### src/tce_pkg.sv
// Shared types, constants and control/status structs for the text console engine.
// Used by tce_ctrl, tce_datapath, text_console_engine and the testbench; no dependencies.
package tce_pkg;

    localparam int COLUMNS     = 80;
    localparam int ROWS        = 25;
    localparam int SCREEN_SIZE = COLUMNS * ROWS;
    localparam int ADDR_W      = $clog2(SCREEN_SIZE);
    localparam int COL_W       = $clog2(COLUMNS);

    // field widths on the stream ports
    localparam int REQ_W     = 3;
    localparam int CHAR_W    = 8;
    localparam int INDEX_W   = 11;
    localparam int CURSOR_W  = 11;
    localparam int CELL_W    = 16;
    localparam int ATTR_W    = 8;
    localparam int S_TDATA_W = 24;
    localparam int M_TDATA_W = 32;

    localparam logic [REQ_W-1:0] REQ_PUT       = 3'd0;
    localparam logic [REQ_W-1:0] REQ_BACKSPACE = 3'd1;
    localparam logic [REQ_W-1:0] REQ_CLEAR     = 3'd2;
    localparam logic [REQ_W-1:0] REQ_WRITE_AT  = 3'd3;
    localparam logic [REQ_W-1:0] REQ_READ      = 3'd4;

    localparam logic [CHAR_W-1:0] NEWLINE_CODE = 8'd10;
    localparam logic [CHAR_W-1:0] SPACE_CODE   = 8'h20;
    localparam logic [ATTR_W-1:0] RESET_ATTR   = 8'h0F;

    typedef enum logic [3:0] {
        ST_INIT,
        ST_IDLE,
        ST_EXEC,
        ST_READ,
        ST_CLEAR,
        ST_SCR_RD,
        ST_SCR_WR,
        ST_BLANK_ROW,
        ST_DONE
    } state_t;

    typedef enum logic [2:0] {
        ADDR_CURSOR,
        ADDR_BACK,
        ADDR_INDEX,
        ADDR_CNT,
        ADDR_CNT_SRC
    } addr_sel_t;

    typedef enum logic [1:0] {
        WD_CHAR,
        WD_BLANK,
        WD_BLANK_RESET,
        WD_RDATA
    } wd_sel_t;

    typedef enum logic [2:0] {
        CUR_HOLD,
        CUR_INC,
        CUR_NEWLINE,
        CUR_BACK,
        CUR_ZERO,
        CUR_LAST_ROW
    } cur_op_t;

    typedef enum logic [1:0] {
        CNT_HOLD,
        CNT_ZERO,
        CNT_INC
    } cnt_op_t;

    typedef struct packed {
        logic      ld_req;
        logic      we;
        addr_sel_t addr_sel;
        wd_sel_t   wd_sel;
        cur_op_t   cur_op;
        cnt_op_t   cnt_op;
        logic      ld_data;
        logic      ld_result;
    } cmd_t;

    typedef struct packed {
        logic [REQ_W-1:0] req_type;
        logic             is_newline;
        logic             on_last_row;
        logic             idx_valid;
        logic             cnt_last;
        logic             cnt_scroll_end;
    } status_t;

endpackage

### src/tce_ctrl.sv
// Controller state machine: sequences the clearing pass, requests, scroll and clear
// sweeps, and the result handshake. Depends on tce_pkg.
module tce_ctrl (
    input  logic             aclk,
    input  logic             aresetn,
    input  logic             s_tvalid,
    output logic             s_tready,
    output logic             m_tvalid,
    input  logic             m_tready,
    input  tce_pkg::status_t status,
    output tce_pkg::cmd_t    cmd
);

    tce_pkg::state_t state_reg, state_next;
    logic            m_tvalid_reg, m_tvalid_next;
    logic            out_free;

    assign out_free = !m_tvalid_reg || m_tready;

    always_ff @(posedge aclk) begin
        if (!aresetn) begin
            state_reg    <= tce_pkg::ST_INIT;
            m_tvalid_reg <= 1'b0;
        end else begin
            state_reg    <= state_next;
            m_tvalid_reg <= m_tvalid_next;
        end
    end

    always_comb begin
        state_next    = state_reg;
        s_tready      = 1'b0;
        cmd.ld_req    = 1'b0;
        cmd.we        = 1'b0;
        cmd.addr_sel  = tce_pkg::ADDR_CNT;
        cmd.wd_sel    = tce_pkg::WD_BLANK;
        cmd.cur_op    = tce_pkg::CUR_HOLD;
        cmd.cnt_op    = tce_pkg::CNT_HOLD;
        cmd.ld_data   = 1'b0;
        cmd.ld_result = 1'b0;
        m_tvalid_next = m_tready ? 1'b0 : m_tvalid_reg;

        case (state_reg)
            tce_pkg::ST_INIT: begin
                cmd.we     = 1'b1;
                cmd.wd_sel = tce_pkg::WD_BLANK_RESET;
                if (status.cnt_last) begin
                    cmd.cnt_op = tce_pkg::CNT_ZERO;
                    state_next = tce_pkg::ST_IDLE;
                end else begin
                    cmd.cnt_op = tce_pkg::CNT_INC;
                end
            end
            tce_pkg::ST_IDLE: begin
                s_tready = 1'b1;
                if (s_tvalid) begin
                    cmd.ld_req = 1'b1;
                    state_next = tce_pkg::ST_EXEC;
                end
            end
            tce_pkg::ST_EXEC: begin
                state_next = tce_pkg::ST_DONE;
                case (status.req_type)
                    tce_pkg::REQ_PUT: begin
                        if (!status.is_newline) begin
                            cmd.we       = 1'b1;
                            cmd.addr_sel = tce_pkg::ADDR_CURSOR;
                            cmd.wd_sel   = tce_pkg::WD_CHAR;
                            cmd.cur_op   = tce_pkg::CUR_INC;
                        end else if (status.on_last_row) begin
                            cmd.cur_op = tce_pkg::CUR_LAST_ROW;
                            cmd.cnt_op = tce_pkg::CNT_ZERO;
                            state_next = tce_pkg::ST_SCR_RD;
                        end else begin
                            cmd.cur_op = tce_pkg::CUR_NEWLINE;
                        end
                    end
                    tce_pkg::REQ_BACKSPACE: begin
                        cmd.we       = 1'b1;
                        cmd.addr_sel = tce_pkg::ADDR_BACK;
                        cmd.wd_sel   = tce_pkg::WD_BLANK;
                        cmd.cur_op   = tce_pkg::CUR_BACK;
                    end
                    tce_pkg::REQ_CLEAR: begin
                        cmd.cur_op = tce_pkg::CUR_ZERO;
                        cmd.cnt_op = tce_pkg::CNT_ZERO;
                        state_next = tce_pkg::ST_CLEAR;
                    end
                    tce_pkg::REQ_WRITE_AT: begin
                        cmd.we       = status.idx_valid;
                        cmd.addr_sel = tce_pkg::ADDR_INDEX;
                        cmd.wd_sel   = tce_pkg::WD_CHAR;
                    end
                    tce_pkg::REQ_READ: begin
                        cmd.addr_sel = tce_pkg::ADDR_INDEX;
                        state_next   = tce_pkg::ST_READ;
                    end
                    default: begin
                        state_next = tce_pkg::ST_DONE;
                    end
                endcase
            end
            tce_pkg::ST_READ: begin
                cmd.ld_data = 1'b1;
                state_next  = tce_pkg::ST_DONE;
            end
            tce_pkg::ST_CLEAR: begin
                cmd.we     = 1'b1;
                cmd.wd_sel = tce_pkg::WD_BLANK;
                if (status.cnt_last) begin
                    cmd.cnt_op = tce_pkg::CNT_ZERO;
                    state_next = tce_pkg::ST_DONE;
                end else begin
                    cmd.cnt_op = tce_pkg::CNT_INC;
                end
            end
            tce_pkg::ST_SCR_RD: begin
                // fetch the cell one row below the destination
                cmd.addr_sel = tce_pkg::ADDR_CNT_SRC;
                state_next   = tce_pkg::ST_SCR_WR;
            end
            tce_pkg::ST_SCR_WR: begin
                cmd.we     = 1'b1;
                cmd.wd_sel = tce_pkg::WD_RDATA;
                cmd.cnt_op = tce_pkg::CNT_INC;
                state_next = status.cnt_scroll_end ? tce_pkg::ST_BLANK_ROW
                                                   : tce_pkg::ST_SCR_RD;
            end
            tce_pkg::ST_BLANK_ROW: begin
                cmd.we     = 1'b1;
                cmd.wd_sel = tce_pkg::WD_BLANK;
                if (status.cnt_last) begin
                    cmd.cnt_op = tce_pkg::CNT_ZERO;
                    state_next = tce_pkg::ST_DONE;
                end else begin
                    cmd.cnt_op = tce_pkg::CNT_INC;
                end
            end
            tce_pkg::ST_DONE: begin
                // hold here until the output register can take the result
                if (out_free) begin
                    cmd.ld_result = 1'b1;
                    m_tvalid_next = 1'b1;
                    state_next    = tce_pkg::ST_IDLE;
                end
            end
            default: begin
                state_next = tce_pkg::ST_IDLE;
            end
        endcase
    end

    assign m_tvalid = m_tvalid_reg;

    a_accept_to_exec: assert property (@(posedge aclk) disable iff (!aresetn)
        s_tvalid && s_tready |=> state_reg == tce_pkg::ST_EXEC)
        else $error("accepted request not executed");

    a_result_load_safe: assert property (@(posedge aclk) disable iff (!aresetn)
        cmd.ld_result |-> out_free)
        else $error("result overwritten before transfer");

    a_result_valid: assert property (@(posedge aclk) disable iff (!aresetn)
        cmd.ld_result |=> m_tvalid_reg)
        else $error("loaded result not offered");

    a_no_write_idle: assert property (@(posedge aclk) disable iff (!aresetn)
        state_reg == tce_pkg::ST_IDLE |-> !cmd.we)
        else $error("store written while idle");

endmodule

### config.mk
export PLATFORM = sky130hd
export DESIGN_NAME = tce_ctrl
export DESIGN_NICKNAME = d
export VERILOG_FILES = /design/src/tce_pkg.sv /design/src/tce_ctrl.sv
export SDC_FILE = /design/constraint.sdc
export NUM_CORES = 1
export LEC_CHECK = 0
export ABC_AREA = 1
export BUFFER_PORTS_ARGS = -buffer_cell sky130_fd_sc_hd__buf_2
export CORE_MARGIN = 4
export CORE_UTILIZATION = 40
export DETAILED_ROUTE_END_ITERATION = 7
export PLACE_DENSITY = 0.74
export SLEW_MARGIN = 20
export SYNTH_ARGS = -nofsm -noshare
export SYNTH_HDL_FRONTEND = slang
export SYNTH_SLANG_ARGS = --single-unit
### constraint.sdc
create_clock -name aclk -period 1.6 [get_ports aclk]
set_input_delay 0.4 -clock aclk [delete_from_list [all_inputs] [get_ports aclk]]
set_output_delay 0.4 -clock aclk [all_outputs]
set_load 0.03 [all_outputs]
# Word level (Yosys, flattened, before mapping)
# Cells that the tools add are included.
dict set report totals {
  word_cells 61
  reg_bits 5
  input_bits 12
  output_inout_bits 16
}
dict set report op_classes {
  reduce_logical 9
  muxes 34
  eq_ne 16
}
# op count
set op_table {}
lappend op_table {{$pmux W4 S8} 1}
lappend op_table {{$mux W4} 6}
lappend op_table {{$pmux W3 S3} 2}
lappend op_table {{$eq A4 B3 Y1 const B} 4}
lappend op_table {{$pmux W2 S3} 2}
lappend op_table {{$pmux W4 S3} 1}
lappend op_table {{$mux W1} 11}
lappend op_table {{$mux W3} 3}
lappend op_table {{$eq A4 B2 Y1 const B} 2}
lappend op_table {{$pmux W2 S2} 2}
lappend op_table {{$eq A3 B2 Y1 const B} 2}
lappend op_table {{$mux W6} 1}
lappend op_table {{$ne A2 B2 Y1 const B} 3}
lappend op_table {{$pmux W3 S2} 1}
lappend op_table {{$eq A4 B1 Y1 const B} 1}
lappend op_table {{$eq A4 B4 Y1 const B} 1}
lappend op_table {{$logic_not A4 Y1} 1}
lappend op_table {{$mux W2} 2}
lappend op_table {{$reduce_and A4 Y1} 1}
lappend op_table {{$reduce_or A2 Y1} 2}
lappend op_table {{$reduce_or A4 Y1} 1}
lappend op_table {{$eq A3 B1 Y1 const B} 1}
lappend op_table {{$eq A3 B3 Y1 const B} 1}
lappend op_table {{$logic_not A3 Y1} 1}
lappend op_table {{other kinds (6)} 6}

# Depth between registers and ports, before layout
dict set report logic_depth {
  ltp_word 4
  depth_mapped 9
  depth_no_buf 9
}

# Least setup slack after synthesis
# Ideal clock, no wire load.
dict set report synth_path {
  kind {reg-to-output}
  from {register state_reg[0]}
  to {output port cmd[2] (netlist bit)}
  required_time_ps 1200
  path_stages_with_launch 7
  path_slack_ps -291
  t_arrival_ps 1491
  path_buffers 0
  path_cell_list {dfxtp_1 > inv_2 > nand2_2 > nand3_2 > nand2_2 > inv_1 > o21ai_0}
}
# item line_no
set synth_lines {}
lappend synth_lines {{start, declared} tce_ctrl.sv:14} ;# tce_pkg::state_t state_reg, state_next;
lappend synth_lines {{start signal, assigned} tce_ctrl.sv:22} ;# state_reg <= tce_pkg::ST_INIT;
lappend synth_lines {{start signal, assigned} tce_ctrl.sv:25} ;# state_reg <= state_next;
lappend synth_lines {{end, declared} tce_ctrl.sv:11} ;# output tce_pkg::cmd_t cmd

==> impl_metrics.tcl <==
set metrics [dict create \
    status "complete, but fails checks" \
    violations "setup timing" \
    cts_tree "done" \
    synthAdderAreaFrac 0 \
    yosysWarningCount 0 \
    avgSynthCellArea_um2 5.369 \
    rsz0062_at_grt "true" \
    synthCells 110 \
    h-tree-depth 1 \
    fin_crit_sh 1.156 \
    diodes 0 \
    areaGrowthSynthToFinish_pct 83.90 \
    drv_cap 0 \
    whs_ns 0.3920 \
    detail_route.wl_per_cell_um 14.25 \
    dr.pass1.iters 4 \
    die_h_um 46.43 \
    skew_ns 0.004877 \
    fin_nets 173 \
    post-route-drc-count 0 \
    fin_tns_setup_ns -2.131 \
    numPortBuffers 27 \
    ys_types 18 \
    hpwl_mm 1.636 \
    yosysMostFrequentCell "nand2_1" \
    slew_violations 0 \
    p_total_uw 1828 \
    dieArea_um2 2155 \
    final_core_util 0.8044 \
    endpoint "cmd[2]" \
    setup.worst_path.start "state_reg[1]$_SDFFE_PN0P_" \
    start_util 0.4374 \
    crit_path_max_fanout 5 \
    synth_compound_area_frac 0.1356 \
    numCtsBuffers 3 \
    synthArstFlopShare 0 \
    synth-edff-count 0 \
    r2r_end "state_reg[1]$_SDFFE_PN0P_" \
    via_count 922 \
    drt_iter0_markers 26 \
    fp.dieW_um 46.43 \
    cts_num_sinks 5 \
    ys_seq_elements 5 \
    synth_ff_type "dfxtp_1" \
    yosysSeqAreaShare 0.1695 \
    coreArea_um2 1350 \
    viasPerCell 5.269 \
    crit_required_ns 1.20 \
    max_slew_margin 0.8641 \
    ys_top_cells_by_area "nand2_1, dfxtp_1, inv_1, nor2_1, nand3_1" \
    min_from "aresetn" \
    core.rowCount 13 \
    clk-insertion-delay-late_ns 0.26 \
    hold_viol 0 \
    worstRegToRegCells 10 \
    grtUsageTotal 0.2338 \
    hold_class "in -> reg" \
    worst_slew_pin_slew_ns 0.2031 \
    p_leak_uw 0.0006058 \
    synth_nets 122 \
    setup_viol 14 \
    yosys.area.top_type "nand2_1" \
    synth_top_family_by_area "simple AND/OR/NAND/NOR gates" \
    synth_mux_area_frac 0 \
    overflow 0 \
    grt_pass1_wl_mm 3.491 \
    fin_crit_ns 1.850 \
    globalplace.congestion 0.8104 \
    cts_hold_buffers 0 \
    dpl_worst_slack_ns -0.08249 \
    timing.final.ws_setup_ns -0.2496 \
    synthXorXnorAreaFrac 0 \
    io_pins 28 \
    cts-root-buf "clkbuf_4" \
    antenna_left 0 \
    endpoint_kind "primary output" \
    synth-simple-area-share 0.5424 \
    final_layout_size_suffix_gt1_frac 0.5063 \
    max_clock_freq_mhz 540.7 \
    rrSetupSlack_ns 0.10 \
    grt_pass1_vias 827 \
    antenna_found_initial 0 \
    ir_worst_vdd_uv 1005 \
    grt_max_degree 8 \
    yosys.area.top_type_share 0.1907 \
    syn-cell-area_um2 590.6 \
    synth_common_cells "nand2_1, inv_1, nor2_1, nand3_1" \
    largest_reg_flops 4 \
    cp.arrival_ns 1.45 \
    routed_wl_mm 2.493 \
    clk_transition_reported_paths_ns 0.04 \
    power_density_nw_per_um2 1683 \
    r2r-start "state_reg[1]$_SDFFE_PN0P_" \
    start_kind "register" \
    crit_type "reg -> out" \
    clock_path_buffers 2 \
]
how the worst min path moves through the flow:
stage,end,slack [ns],depth (start not counted)
3_5_place_dp,m_tvalid$_SDFF_PN0_,0.58,4
5_1_grt,state_reg[2]$_SDFFE_PN0P_,0.40,3
2_1_floorplan,state_reg[2]$_SDFFE_PN0P_,0.50,2
3_3_place_gp,m_tvalid$_SDFF_PN0_,0.53,4
4_1_cts,state_reg[2]$_SDFFE_PN0P_,0.38,3
6_report,state_reg[2]$_SDFFE_PN0P_,0.39,3
worst max-delay path, cell delays in order (launching register included):
cell and delay, ns:
dfxtp_4 0.36, buf_6 0.13, nor2_4 0.13, nand2_2 0.09, nand2_2 0.10, inv_1 0.08, o21ai_1 0.12, buf_4 0.18
report_power, final:
group,switching [uW],internal [uW]
clock network,63.2,95.0
registers,53.0,170
logic,823,624
total,939,889
through the flow:
step / area (um^2) / instances
final: 1086 / 175
after floorplan: 599.3 / 110
after CTS: 1021 / 173
after global routing: 1086 / 175
after detailed placement: 850.8 / 165
after global placement: 850.8 / 165
layout by cell type, fill, tap and decap left out, types with 2 or more instances in the layout:
| master | count |
|---|---|
| buf_2 | 12 |
| dfxtp_4 | 3 |
| nand3_1 | 11 |
| nand2_1 | 26 |
| o21ai_1 | 3 |
| nor2_4 | 4 |
| inv_2 | 6 |
| a21oi_2 | 4 |
| inv_1 | 17 |
| buf_4 | 20 |
| a21oi_1 | 4 |
| nand2_4 | 2 |
| nor2_1 | 14 |
| nand2_2 | 6 |
| clkbuf_4 | 3 |
| buf_6 | 14 |
per-layer routing:
| metal | up-vias | GRT usage | part of all wire |
|---|---|---|---|
| met4 | 0 | 0.1648 | 0.050 |
| met5 | - | 0 | 0 |
| li1 | 442 | - | - |
| met3 | 11 | 0.03125 | 0.062 |
| met2 | 47 | 0.4313 | 0.55 |
| met1 | 422 | 0.2345 | 0.34 |
cells by family after synthesis:
logic type      after synthesis
compound gates               13
flops                         5
buf+inv                      24
simple gates                 68
layout make-up:
cell class,count,area (um^2)
repair buffers,46,367.9
clock buffers,4,26.28
fillers,91,264.0
multi-input cells,81,467.9
flip-flops and latches,5,112.6
inverters,24,92.59
well taps,15,18.77
timing repair:
item / 4_1_cts / 5_1_grt
pin swaps: 2 / 4
setup buffers: 4 / 2
endpoints found under the setup margin: 14 / 15
resized for setup: 38 / 15
No activity file was read; power rests on OpenSTA's default activity.
